==> src/sv/efc_pkg.sv <==
// Shared types, constants and helper functions for the elevator floor controller.
// Used by efc_step, the top level and the port checker; depends on nothing else.
package efc_pkg;

  // Number of floors served by the car.
  localparam int unsigned FLOOR_COUNT = 10;

  // Fixed widths of the stream fields.
  localparam int unsigned FloorW  = 4;
  localparam int unsigned MaskW   = 10;
  localparam int unsigned MotionW = 2;
  localparam int unsigned InDataW  = 24;
  localparam int unsigned OutDataW = 32;

  localparam logic [FloorW-1:0] TopFloor    = FloorW'(FLOOR_COUNT - 1);
  localparam logic [FloorW-1:0] GroundFloor = '0;
  localparam logic [MaskW-1:0]  AllFloors   =
      (FLOOR_COUNT >= MaskW) ? '1 : MaskW'((32'd1 << FLOOR_COUNT) - 32'd1);

  // Motion codes as they appear on the output word.
  localparam logic [MotionW-1:0] MotionStand = 2'd0;
  localparam logic [MotionW-1:0] MotionUp    = 2'd1;
  localparam logic [MotionW-1:0] MotionDown  = 2'd2;

  // Car mode, one-hot.
  typedef enum logic [2:0] {
    MODE_STAND = 3'b001,
    MODE_UP    = 3'b010,
    MODE_DOWN  = 3'b100
  } mode_e;

  // Stored controller state.
  typedef struct packed {
    logic [FloorW-1:0] floor;
    mode_e             mode;
    logic [MaskW-1:0]  hall;
    logic [MaskW-1:0]  car;
  } car_state_t;

  // Result of one step: the new state plus the event flags.
  typedef struct packed {
    car_state_t state;
    logic       alighted;
    logic       boarded;
  } step_t;

  // Converts the one-hot mode to the output motion code.
  function automatic logic [MotionW-1:0] mode_to_motion(mode_e mode);
    logic [MotionW-1:0] code;
    unique case (mode)
      MODE_UP:   code = MotionUp;
      MODE_DOWN: code = MotionDown;
      default:   code = MotionStand;
    endcase
    return code;
  endfunction

endpackage

==> src/sv/efc_step.sv <==
// Combinational next-state logic for one controller tick.
// Depends on efc_pkg for the state types and floor constants.
module efc_step
  import efc_pkg::*;
(
  input  car_state_t        state_i,
  input  logic [MaskW-1:0]  hall_press_i,
  input  logic [MaskW-1:0]  car_press_i,
  input  logic [FloorW-1:0] boarding_destination_i,
  output step_t             step_o
);

  logic [MaskW-1:0]  hall_merged;
  logic [MaskW-1:0]  car_merged;
  logic [MaskW-1:0]  here;
  logic [MaskW-1:0]  above;
  logic [MaskW-1:0]  below;
  logic [MaskW-1:0]  dest_bit;
  logic [MaskW-1:0]  hall_nxt;
  logic [MaskW-1:0]  car_nxt;
  logic [FloorW-1:0] floor_up;
  logic [FloorW-1:0] floor_dn;
  logic              board_here;
  logic              alight_here;
  logic              alight_after_board;
  logic              move_up;
  logic              move_dn;
  logic              alighted;
  logic              boarded;

  // New presses join the stored calls; floors beyond the top are dropped.
  assign hall_merged = (state_i.hall | hall_press_i) & AllFloors;
  assign car_merged  = (state_i.car | car_press_i) & AllFloors;

  // Floor masks relative to the current floor.
  always_comb begin
    for (int i = 0; i < MaskW; i++) begin
      here[i]  = (FloorW'(i) == state_i.floor);
      above[i] = (FloorW'(i) > state_i.floor) && AllFloors[i];
      below[i] = (FloorW'(i) < state_i.floor);
    end
  end

  // A destination outside the building sets no car call.
  assign dest_bit = (32'(boarding_destination_i) < FLOOR_COUNT) ?
                    (MaskW'(1) << boarding_destination_i) : '0;

  assign board_here  = |(hall_merged & here);
  assign alight_here = |(car_merged & here);
  // Going down, boarding comes first, so a destination equal to this floor
  // is cleared again right away.
  assign alight_after_board = |((car_merged | (board_here ? dest_bit : '0)) & here);

  assign floor_up = state_i.floor + FloorW'(1);
  assign floor_dn = state_i.floor - FloorW'(1);

  // Mode-dependent serving of calls and choice of direction.
  always_comb begin
    hall_nxt = hall_merged;
    car_nxt  = car_merged;
    move_up  = 1'b0;
    move_dn  = 1'b0;
    alighted = 1'b0;
    boarded  = 1'b0;
    unique case (state_i.mode)
      MODE_UP: begin
        alighted = alight_here;
        car_nxt  = car_merged & ~here;
        move_up  = |((car_nxt | hall_nxt) & above);
      end
      MODE_DOWN: begin
        boarded  = board_here;
        hall_nxt = hall_merged & ~here;
        alighted = alight_after_board;
        car_nxt  = (car_merged | (board_here ? dest_bit : '0)) & ~here;
        move_dn  = |((car_nxt | hall_nxt) & below);
      end
      default: begin
        alighted = alight_here;
        boarded  = board_here;
        hall_nxt = hall_merged & ~here;
        car_nxt  = (car_merged & ~here) | (board_here ? dest_bit : '0);
        priority if (|(car_nxt & above)) begin
          move_up = 1'b1;
        end else if (|(car_nxt & below)) begin
          move_dn = 1'b1;
        end else if (|(hall_nxt & above)) begin
          move_up = 1'b1;
        end else if (|(hall_nxt & below)) begin
          move_dn = 1'b1;
        end else begin
          // No call anywhere: the car stays where it is.
          move_up = 1'b0;
        end
      end
    endcase
  end

  // One floor per tick; reaching either end of the shaft stops the car.
  always_comb begin
    step_o.alighted   = alighted;
    step_o.boarded    = boarded;
    step_o.state.hall = hall_nxt;
    step_o.state.car  = car_nxt;
    priority if (move_up) begin
      step_o.state.floor = floor_up;
      step_o.state.mode  = (floor_up == TopFloor) ? MODE_STAND : MODE_UP;
    end else if (move_dn) begin
      step_o.state.floor = floor_dn;
      step_o.state.mode  = (floor_dn == GroundFloor) ? MODE_STAND : MODE_DOWN;
    end else begin
      step_o.state.floor = state_i.floor;
      step_o.state.mode  = MODE_STAND;
    end
  end

endmodule

==> src/sv/elevator_floor_controller_top.sv <==
// Elevator floor controller: one input word per tick, one result word per tick.
// Car state registers, efc_step for the transition and an output register.
// Depends on efc_pkg and efc_step.
//
// Each accepted input word is one controller tick and yields exactly one
// result word in the next cycle. A word can be accepted every cycle; the only
// thing that holds the input back is the single output register, which is
// refilled in the same cycle it is drained, so throughput is one word per
// clock as long as the sink keeps tready high. After reset the car stands at
// the ground floor with no calls stored.
module elevator_floor_controller_top
  import efc_pkg::*;
(
  input  logic                clk_i,
  input  logic                rst_ni,
  input  logic                s_axis_tvalid,
  output logic                s_axis_tready,
  // [9:0] hall_press, [19:10] car_press, [23:20] boarding_destination
  input  logic [InDataW-1:0]  s_axis_tdata,
  output logic                m_axis_tvalid,
  input  logic                m_axis_tready,
  // [3:0] floor_now, [5:4] motion, [15:6] hall_pending, [25:16] car_pending,
  // [26] alighted, [27] boarded, [31:28] zero
  output logic [OutDataW-1:0] m_axis_tdata
);

  car_state_t          state_q;
  step_t               step;
  logic                in_accept;
  logic                out_valid_q;
  logic [OutDataW-1:0] out_data_q;
  logic [OutDataW-1:0] out_data_d;

  // Transition logic for one tick.
  efc_step u_step (
    .state_i                (state_q),
    .hall_press_i           (s_axis_tdata[9:0]),
    .car_press_i            (s_axis_tdata[19:10]),
    .boarding_destination_i (s_axis_tdata[23:20]),
    .step_o                 (step)
  );

  // The output register frees up in the same cycle it is drained.
  assign s_axis_tready = !out_valid_q || m_axis_tready;
  assign in_accept     = s_axis_tvalid && s_axis_tready;

  // Car state advances once per accepted word.
  always_ff @(posedge clk_i or negedge rst_ni) begin
    if (!rst_ni) begin
      state_q.floor <= GroundFloor;
      state_q.mode  <= MODE_STAND;
      state_q.hall  <= '0;
      state_q.car   <= '0;
    end else if (in_accept) begin
      state_q <= step.state;
    end
  end

  // Result word packing.
  assign out_data_d = {4'b0000, step.boarded, step.alighted, step.state.car,
                       step.state.hall, mode_to_motion(step.state.mode),
                       step.state.floor};

  // Output valid flag.
  always_ff @(posedge clk_i or negedge rst_ni) begin
    if (!rst_ni) begin
      out_valid_q <= 1'b0;
    end else if (s_axis_tready) begin
      out_valid_q <= s_axis_tvalid;
    end
  end

  // Output payload.
  always_ff @(posedge clk_i) begin
    if (in_accept) begin
      out_data_q <= out_data_d;
    end
  end

  assign m_axis_tvalid = out_valid_q;
  assign m_axis_tdata  = out_data_q;

endmodule

==> config.mk <==
export PLATFORM = sky130hd
export DESIGN_NAME = elevator_floor_controller_top
export DESIGN_NICKNAME = d
export VERILOG_FILES = /design/src/sv/efc_pkg.sv /design/src/sv/efc_step.sv /design/src/sv/elevator_floor_controller_top.sv
export SDC_FILE = /design/constraint.sdc
export NUM_CORES = 1
export LEC_CHECK = 0
export ABC_AREA = 0
export BUFFER_PORTS_ARGS = -buffer_cell sky130_fd_sc_hd__buf_2
export CAP_MARGIN = 20
export CELL_PAD_IN_SITES_DETAIL_PLACEMENT = 0
export CELL_PAD_IN_SITES_GLOBAL_PLACEMENT = 1
export CORE_ASPECT_RATIO = 0.75
export CORE_MARGIN = 10
export CORE_UTILIZATION = 35
export DETAILED_ROUTE_END_ITERATION = 8
export PLACE_DENSITY_LB_ADDON = 0.1
export SKIP_CTS_REPAIR_TIMING = 1
export SLEW_MARGIN = 5
export SYNTH_ARGS = -nofsm -noshare
export SYNTH_HDL_FRONTEND = slang
export SYNTH_HIERARCHICAL = 1
export SYNTH_SLANG_ARGS = --single-unit
==> constraint.sdc <==
create_clock -name clk_i -period 9.2 [get_ports clk_i]
set_clock_uncertainty 0.2 [all_clocks]
set_input_delay 0 -clock clk_i [delete_from_list [all_inputs] [get_ports clk_i]]
set_output_delay 0 -clock clk_i [all_outputs]
set_load 0.05 [all_outputs]
# Word level (Yosys, flattened, before mapping)
# Cells that the tools add are included.
# op_classes
addsub,2
magnitude_cmp,21
eq_ne,14
shifts,1
n_mux,19
n_bitwise,19
reduce_logical,14
# ops
op,n
$and A10 B10 Y10,12
$reduce_or A10 Y1,9
$or A10 B10 Y10,6
$mux W10,3
$pmux W10 S2,1
$eq A3 B4 Y1 const A,4
$gt A3 B4 Y1 const A,4
$lt A3 B4 Y1 const A,4
$mux W7,2
$not A10 Y10,1
$shl A1 B4 Y10 const A,1
$eq A2 B4 Y1 const A,2
$eq A4 B4 Y1 const A,2
$gt A1 B4 Y1 const A,2
$gt A2 B4 Y1 const A,2
$gt A4 B4 Y1 const A,2
$logic_not A4 Y1,2
$lt A1 B4 Y1 const A,2
$lt A2 B4 Y1 const A,2
$lt A4 B4 Y1 const A,2
$mux W1,8
$eq A3 B2 Y1 const B,2
$eq A3 B3 Y1 const B,2
$add A4 B1 Y4 const B,1
11 further kinds,12
# word_totals
register_bits,56
inputBits,28

# Longest topological paths before layout
# Gate-level depths: netlist (run 1).
# depth
depth_word,14
ltp_mapped,15
ltp_nobuf,12

# By module
# Netlist (run 1), hierarchy kept.
# by_module_without_submodules
mod,n_inst,cells_per_inst,area_each_um2,seq_area_each_um2
efc_step,1,312,2068.2,0.0
elevator_floor_controller_top,1,96,2024.4,1542.7

# Least setup slack after synthesis (run 1)
# No wires, ideal clock.
# synth_timing
kind,register to register
start,register state_q[24] (netlist name)
end,register state_q[23] (netlist name)
arrival_time_ns,2.976
setup_slack_ns,5.900
stages_incl_launch_ff,14
cell_sequence,dfrtp_1 -> buf_4 -> inv_1 -> ha_1 -> buf_2 -> nand3b_4 -> o21ai_0 -> o21ai_0 -> or4_4 -> a31oi_4 -> a32oi_4 -> and2b_1 -> xnor2_1 -> mux2_2
# synth_between
elab_chain_cells,12
word_cells_on_any_way,64
# synth_lines
element,line_no,text
start: declaration,elevator_floor_controller_top.sv:27,car_state_t state_q;
start signal: assignment,elevator_floor_controller_top.sv:55,state_q <= step.state;
$eq A1 B4 Y1 (tied with other cells),efc_step.sv:38,here[i] = (FloorW'(i) == state_i.floor);
$and A10 B10 Y10 / $not A10 Y10 (equally long branches),--,
$reduce_or A10 Y1 / $and A10 B10 Y10 (equally long branches),"efc_step.sv:48, efc_step.sv:73, efc_step.sv:81",
$mux W10 / $and A10 B10 Y10 (equally long branches),"efc_step.sv:75, efc_step.sv:82, efc_step.sv:89",
$or A10 B10 Y10 (tied with other cells),efc_step.sv:82,car_nxt = (car_merged & ~here) | (board_here ? dest_bit : '0);
$and A10 B10 Y10 (tied with other cells),efc_step.sv:85,end else if (|(car_nxt & below)) begin
$reduce_or A10 Y1 (tied with other cells),efc_step.sv:85,
$mux W1 / $and A10 B10 Y10 (equally long branches),"efc_step.sv:85, efc_step.sv:76",
$mux W1 / $reduce_or A10 Y1 (equally long branches),"efc_step.sv:83, efc_step.sv:76",
$pmux W1 S2,efc_step.sv:65,unique case (state_i.mode)
$mux W7,efc_step.sv:108,end else if (move_dn) begin
$mux W7 (*),efc_step.sv:105,priority if (move_up) begin
via out_data_d[0],elevator_floor_controller_top.sv:32,logic [OutDataW-1:0] out_data_d;
# Mark *: on every way through the listed nets, which the timed path passes. The rest lies on a longest branch.
# A chain may end at the register's enable or synchronous reset.

==> impl_metrics.py, run 1 <==
metrics = {
    "clocking": {
        "clockRootBuffer": "clkbuf_16",
        "clkSinkCount": 56,
        "cts_buffer_depth": 2,
        "cts_inserted_buffers": 5,
        "cts_tree": "built",
        "cts_max_level": 2,
        "clk_pin_slew_ns": 0.07,
        "clkLatencyLatePin_ns": 0.30,
    },
    "detailed_routing": {
        "drt-initial-drc-count": 426,
        "wl_per_cell_um": 24.3,
        "drc_errors": 0,
        "routed_wl_mm": 14.9,
        "vias": 3541,
        "avgViaCountPerCell": 5.78,
        "drtPass1Iterations": 5,
        "drtAntennaViolNets": 0,
    },
    "layout": {
        "layout_commonest_cell": "buf_2",
        "design_area_sq_mm": 0.00457,
        "drive_above_1_share_pct": 30.2,
        "final_cell_mix": "57 x buf_2, 40 x nor2_1, 28 x edfxtp_1, 28 x a21oi_1, 28 x o21ai_0",
        "layout.nets": 485,
        "syn_to_final_growth_pct": 11.7,
        "diodes": 0,
    },
    "logic_synthesis": {
        "yosysWarnings": 6,
        "syn_area_sq_mm": 0.00409,
        "synth_fa_ha_area_share_pct": 2.63,
        "synth.avg_cell_area_sq_um": 10.0,
        "syn_inst": 408,
        "synth_top_family_by_area": "compound AO/OA/AOI/OAI gates",
        "ys_ff_latch": 56,
        "synthDistinctLibCells": 87,
        "yosys.area_share.xor_xnor_pct": 0.642,
        "yosysSeqAreaShare_pct": 37.7,
        "synthMuxAreaShare_pct": 9.69,
        "synth_compound_area_share_pct": 23.2,
        "synth-main-ff-cell": "edfxtp_1",
        "synth-edff-count": 28,
        "synthSimpleGateAreaFrac_pct": 19.9,
        "async_flop_share_pct": 50.0,
    },
    "global_routing": {
        "grt_pass1_wl_mm": 22.3,
        "grt_antenna_before_repair": 0,
        "grt_pass1_vias": 3411,
        "grt_max_degree": 35,
        "grt.total_usage_pct": 17.9,
        "grt.overflow.total": 0,
    },
    "critical_path": {
        "critPathKind": "flip-flop to flip-flop",
        "timing.rr.end": "m_axis_tdata[5]",
        "reg2reg_from": "state_q[24]",
        "cp.arrival_ns": 4.22,
        "worstSetupStartpointType": "flip-flop",
        "worst-path-max-fanout": 19,
        "crit_path_end_kind": "flip-flop",
        "r2r_slack_ns": 4.92,
        "worstPathRequired_ns": 9.14,
        "rr_worst_depth": 12,
    },
    "place": {
        "io_buffers": 57,
        "dp_hpwl_mm": 11.2,
        "place_area_sq_mm": 0.00440,
        "gp_congestion": 0.941,
    },
    "floorplan": {
        "die-height_um": 114,
        "start_util_pct": 35.5,
        "die_w_um": 145,
        "die_area_sq_mm": 0.0165,
        "rows": 34,
        "pin_count": 62,
        "core-area_sq_mm": 0.0115,
    },
    "timing": {
        "max_slew.worst_pin.slew_ns": 1.10,
        "final.period_utilization_pct": 46.6,
        "whs_ns": -0.0227,
        "fin_tns_setup_ns": 0,
        "rsz0062_at_grt": "no",
        "fmax_mhz": 233,
        "post-route-min-period_ns": 4.28,
        "max-slew-margin-rel_pct": 26.5,
        "finalSetupViolations": 0,
        "slew_violations": 0,
        "hold_viol_final": 5,
    },
    "worst_hold_path": {
        "min_from": "s_axis_tdata[7]",
        "hold_depth": 3,
        "worst_hold_path_type": "primary input to flip-flop",
        "hold_end": "m_axis_tdata[13]",
    },
    "status": {
        "status": "finished, violations left",
        "failed_checks": "negative hold slack",
    },
    "power_and_ir_drop": {
        "power_density_mw_per_mm2": 326,
        "design_power_total_mw": 1.49,
        "vdd_drop_max_uv": 194,
        "pwr-share-comb_pct": 60.2,
        "switching_share_pct": 49.9,
        "p_seq_share_pct": 26.6,
        "internal_power_mw": 0.745,
        "clockPowerShare_pct": 13.2,
        "switching_power_mw": 0.743,
        "leakagePower_nw": 1.65,
    },
    "run": {
        "maxCapViolCount": 0,
    },
}
## layout make-up
cell class / instances / area (sq um)
Fill cell: 1160 / 6960
Multi-Input combinational cell: 315 / 2310
Clock buffer: 6 / 129
Clock inverter: 2 / 13.8
Timing Repair Buffer: 64 / 345
Sequential cell: 56 / 1540
Inverter: 8 / 30.0
Tap cell: 162 / 203
## power groups by stage
stage / sequential, mW / clock (mW) / combinational (mW)
2_1_floorplan: 0.463 / 0 / 0.607
3_3_place_gp: 0.397 / 0 / 0.895
3_5_place_dp: 0.400 / 0 / 0.875
4_1_cts: 0.395 / 0.205 / 0.878
5_1_grt: 0.405 / 0.213 / 0.946
6_report: 0.396 / 0.196 / 0.896
## worst max-delay path by stage
stage	startpoint	endpoint	cells after the start
floorplan	state_q[24]	state_q[23]	13
global placement	state_q[24]	m_axis_tdata[5]	12
detailed placement	state_q[24]	m_axis_tdata[5]	12
CTS	state_q[24]	m_axis_tdata[5]	12
global route	state_q[24]	m_axis_tdata[5]	12
finish	state_q[24]	m_axis_tdata[5]	12
## synth_stat cells (5+ instances only)
| cell type | count | area (sq um) |
|---|---|---|
| a211oi_1 | 6 | 45.0 |
| a21o_1 | 5 | 37.5 |
| a21oi_1 | 28 | 140 |
| a22o_1 | 6 | 52.6 |
| a31oi_1 | 7 | 43.8 |
| buf_2 | 6 | 30.0 |
| buf_4 | 13 | 97.6 |
| buf_6 | 6 | 67.6 |
| clkbuf_1 | 6 | 22.5 |
| dfrtp_1 | 27 | 676 |
| edfxtp_1 | 28 | 841 |
| ha_1 | 7 | 87.6 |
| inv_1 | 7 | 26.3 |
| mux2_2 | 9 | 101 |
| mux2_4 | 19 | 285 |
| nand2_1 | 24 | 90.1 |
| nand3_1 | 6 | 30.0 |
| nor2_1 | 40 | 150 |
| o211ai_1 | 6 | 45.0 |
| o21ai_0 | 28 | 140 |
| o22ai_1 | 6 | 37.5 |
| or2_2 | 13 | 81.3 |
## routing by layer
| layer | global-route usage [%] | part of all wire, % | routed length (um) | vias up |
|---|---|---|---|---|
| met5 | 0 | 0 | 0 | - |
| met4 | 4.84 | 2.3 | 347 | 0 |
| met3 | 3.78 | 8.0 | 1190 | 23 |
| met2 | 24.5 | 40 | 6030 | 155 |
| met1 | 27.2 | 49 | 7340 | 1744 |
| li1 | - | - | - | 1619 |
## flip-flops by register name, summed over array words and instances (netlist names)
| signal | count |
|---|---|
| state_q | 27 |
| m_axis_tdata | 28 |
| m_axis_tvalid | 1 |
## stage by stage
| stage | hold slack (ns) | util [%] | setup WS [ns] | cells |
|---|---|---|---|---|
| floorplan | -0.496 | - | 5.90 | 411 |
| CTS | -0.403 | 39.4 | 4.96 | 610 |
| global route | 0.0253 | 39.7 | 4.63 | 613 |
| global placement | -0.0859 | 38.2 | 5.19 | 602 |
| finish | -0.0227 | 39.7 | 4.92 | 613 |
| detailed placement | -0.0724 | 38.2 | 4.97 | 602 |
## critical path: stages, from the launching register on
cell     delay, ns
dfrtp_1       0.74
inv_1         0.30
ha_1          0.44
and3b_1       0.32
a22oi_1       0.21
and4b_4       0.27
nand2_1       0.19
a21o_2        0.29
a31oi_4       0.28
a32oi_4       0.20
a21oi_1       0.34
nor2_1        0.13
nor3b_1       0.20
## kinds of logic after synthesis
family,after synthesis
AO/OA/AOI/OAI,132
XOR/XNOR,3
adder cells (fa/ha/maj),9
buffers and inverters,40
flip-flops,56
multiplexers,29
other,1
AND/OR/NAND/NOR,138
Note: power is estimated with default switching activity, not from simulation.
==> run 2: changes to the inputs <==
==> constraint.sdc (replaced) <==
create_clock -name clk_i -period 3.7 [get_ports clk_i]
set_clock_uncertainty 0.2 [all_clocks]
set_input_delay 0 -clock clk_i [delete_from_list [all_inputs] [get_ports clk_i]]
set_output_delay 0 -clock clk_i [all_outputs]
set_load 0.05 [all_outputs]
==> run 2 against run 1 <==
Effect of this change:
- sequential power is 140% higher
- largest power group unchanged
- global-route usage is 1.0 points higher
- register-to-register slack worse by 4.8 ns
- flip-flop and latch count stayed put
- the flow still finishes with violations (negative hold slack)
==> impl_metrics.py, run 2 (same netlist as run 1, synthesis figures left out) <==
metrics = {
    "run": {
        "maxCapViolCount": 0,
    },
    "layout": {
        "fillers": 1168,
        "drive_above_1_share_pct": 37.0,
        "syn_to_final_growth_pct": 20.7,
        "largest_reg_flops": 28,
        "diodes": 0,
        "final_cell_mix": "57 x buf_2, 45 x buf_4, 40 x nor2_1, 28 x edfxtp_1",
        "layout.nets": 528,
        "layout_commonest_cell": "buf_2",
        "design_area_sq_mm": 0.00494,
    },
    "detailed_routing": {
        "routed_wl_mm": 15.6,
        "drt-initial-drc-count": 417,
        "drtAntennaViolNets": 0,
        "vias": 3696,
        "avgViaCountPerCell": 5.63,
        "drc_errors": 0,
        "drtPass1Iterations": 5,
        "wl_per_cell_um": 23.8,
    },
    "critical_path": {
        "cp.arrival_ns": 3.36,
        "reg2reg_from": "state_q[24]",
        "r2r_slack_ns": 0.15,
        "worst-path-max-fanout": 7,
        "crit_path_end_kind": "flip-flop",
        "endpoint": "m_axis_tdata[26]",
        "worstPathRequired_ns": 3.51,
        "timing.rr.end": "m_axis_tdata[26]",
        "critPathKind": "flip-flop to flip-flop",
        "worstSetupStartpointType": "flip-flop",
        "startpoint": "state_q[24]",
        "rr_worst_depth": 12,
    },
    "timing": {
        "post-route-min-period_ns": 3.55,
        "finalSetupViolations": 0,
        "whs_ns": -0.0288,
        "max-slew-margin-rel_pct": 48.2,
        "final.period_utilization_pct": 95.9,
        "fmax_mhz": 282,
        "hold_viol_final": 2,
        "slew_violations": 0,
        "rsz0062_at_grt": "no",
        "fin_tns_setup_ns": 0,
        "max_slew.worst_pin.slew_ns": 0.776,
    },
    "place": {
        "io_buffers": 57,
        "place_area_sq_mm": 0.00475,
        "gp_congestion": 0.980,
        "dp_hpwl_mm": 12.4,
    },
    "global_routing": {
        "grt.overflow.total": 0,
        "grt_max_degree": 35,
        "grt_antenna_before_repair": 0,
        "grt_pass1_wl_mm": 23.5,
        "grt.total_usage_pct": 18.9,
        "grt_pass1_vias": 3643,
    },
    "power_and_ir_drop": {
        "internal_power_mw": 2.13,
        "switching_power_mw": 1.97,
        "switching_share_pct": 48.1,
        "clockPowerShare_pct": 11.8,
        "pwr-share-comb_pct": 64.8,
        "power_density_mw_per_mm2": 829,
        "p_seq_share_pct": 23.4,
        "vdd_drop_max_uv": 493,
        "leakagePower_nw": 1.88,
    },
    "clocking": {
        "clockRootBuffer": "clkbuf_16",
        "clk_pin_slew_ns": 0.08,
        "cts_max_level": 2,
        "clkLatencyLatePin_ns": 0.30,
        "cts_inserted_buffers": 5,
        "cts_tree": "built",
        "cts_buffer_depth": 2,
        "clkSinkCount": 56,
    },
    "floorplan": {
        "die_area_sq_mm": 0.0165,
        "start_util_pct": 35.5,
        "pin_count": 62,
        "core-area_sq_mm": 0.0115,
        "rows": 34,
        "die_w_um": 145,
        "die-height_um": 114,
    },
    "worst_hold_path": {
        "worst_hold_path_type": "primary input to flip-flop",
    },
    "status": {
        "failed_checks": "negative hold slack",
        "status": "finished, violations left",
    },
}
==> run 2: cell count changes in the layout (fill, tap and decap cells not counted), moves of 2 or more <==
cell / delta
buf_12: +2
a21oi_1: -2
a21oi_2: +2
buf_4: +41
==> run 2: worst max-delay path: stages (launching register included) <==
cell     delay, ns
dfrtp_1       0.40
buf_4         0.17
ha_1          0.28
buf_4         0.20
and3b_1       0.20
a22oi_1       0.17
and4b_4       0.30
and2_4        0.22
nor2_1        0.08
o21ai_0       0.26
nand4_1       0.18
nor4_1        0.42
a41oi_1       0.18
==> run 2: through the flow <==
step           utilization, %  cells  setup slack, ns  total power, mW  hold WS (ns)
6_report                 42.9    656            0.152             4.10       -0.0288
5_1_grt                  42.9    656           0.0234             4.34       0.00838
4_1_cts                  42.4    653           0.0372             4.05        -0.392
3_5_place_dp             41.2    645           0.0972             3.55       -0.0732
3_3_place_gp             41.2    645           0.0985             3.58       -0.0848
2_1_floorplan               -    411            0.400             2.66        -0.496
==> run 2: area by class of cell <==
type	instances	area [sq um]	share of cell area, %
tap	162	203	4.10
multi-input combinational	315	2330	47.2
clock buffer	6	129	2.61
sequential	56	1540	31.2
clock inverter	2	13.8	0.279
inverter	8	30.0	0.608
timing repair buffer	107	693	14.0
==> run 2: power groups by stage <==
stage / logic, mW / registers [mW] / clock network [mW]
detailed placement: 2.58 / 0.970 / 0
global placement: 2.62 / 0.969 / 0
global route: 2.83 / 0.984 / 0.528
finish: 2.65 / 0.960 / 0.484
CTS: 2.59 / 0.960 / 0.499
floorplan: 1.51 / 1.15 / 0
==> run 2: worst min path at each step <==
stage | startpoint | to | depth (start not counted)
2_1_floorplan | rst_ni | m_axis_tvalid | 0
3_5_place_dp | rst_ni | state_q[25] | 1
4_1_cts | rst_ni | state_q[25] | 1
5_1_grt | s_axis_tdata[8] | m_axis_tdata[14] | 3
3_3_place_gp | rst_ni | state_q[25] | 1
6_report | s_axis_tdata[8] | m_axis_tdata[14] | 3
==> run 2: layer usage <==
metal	GRT usage (%)	vias up	part of all wire (%)	routed length (um)
met3	3.95	12	7.3	1140
met2	26.3	143	42	6530
met5	0	-	0	0
met4	3.49	0	0.96	150
met1	29.1	1843	50	7820
li1	-	1698	-	-
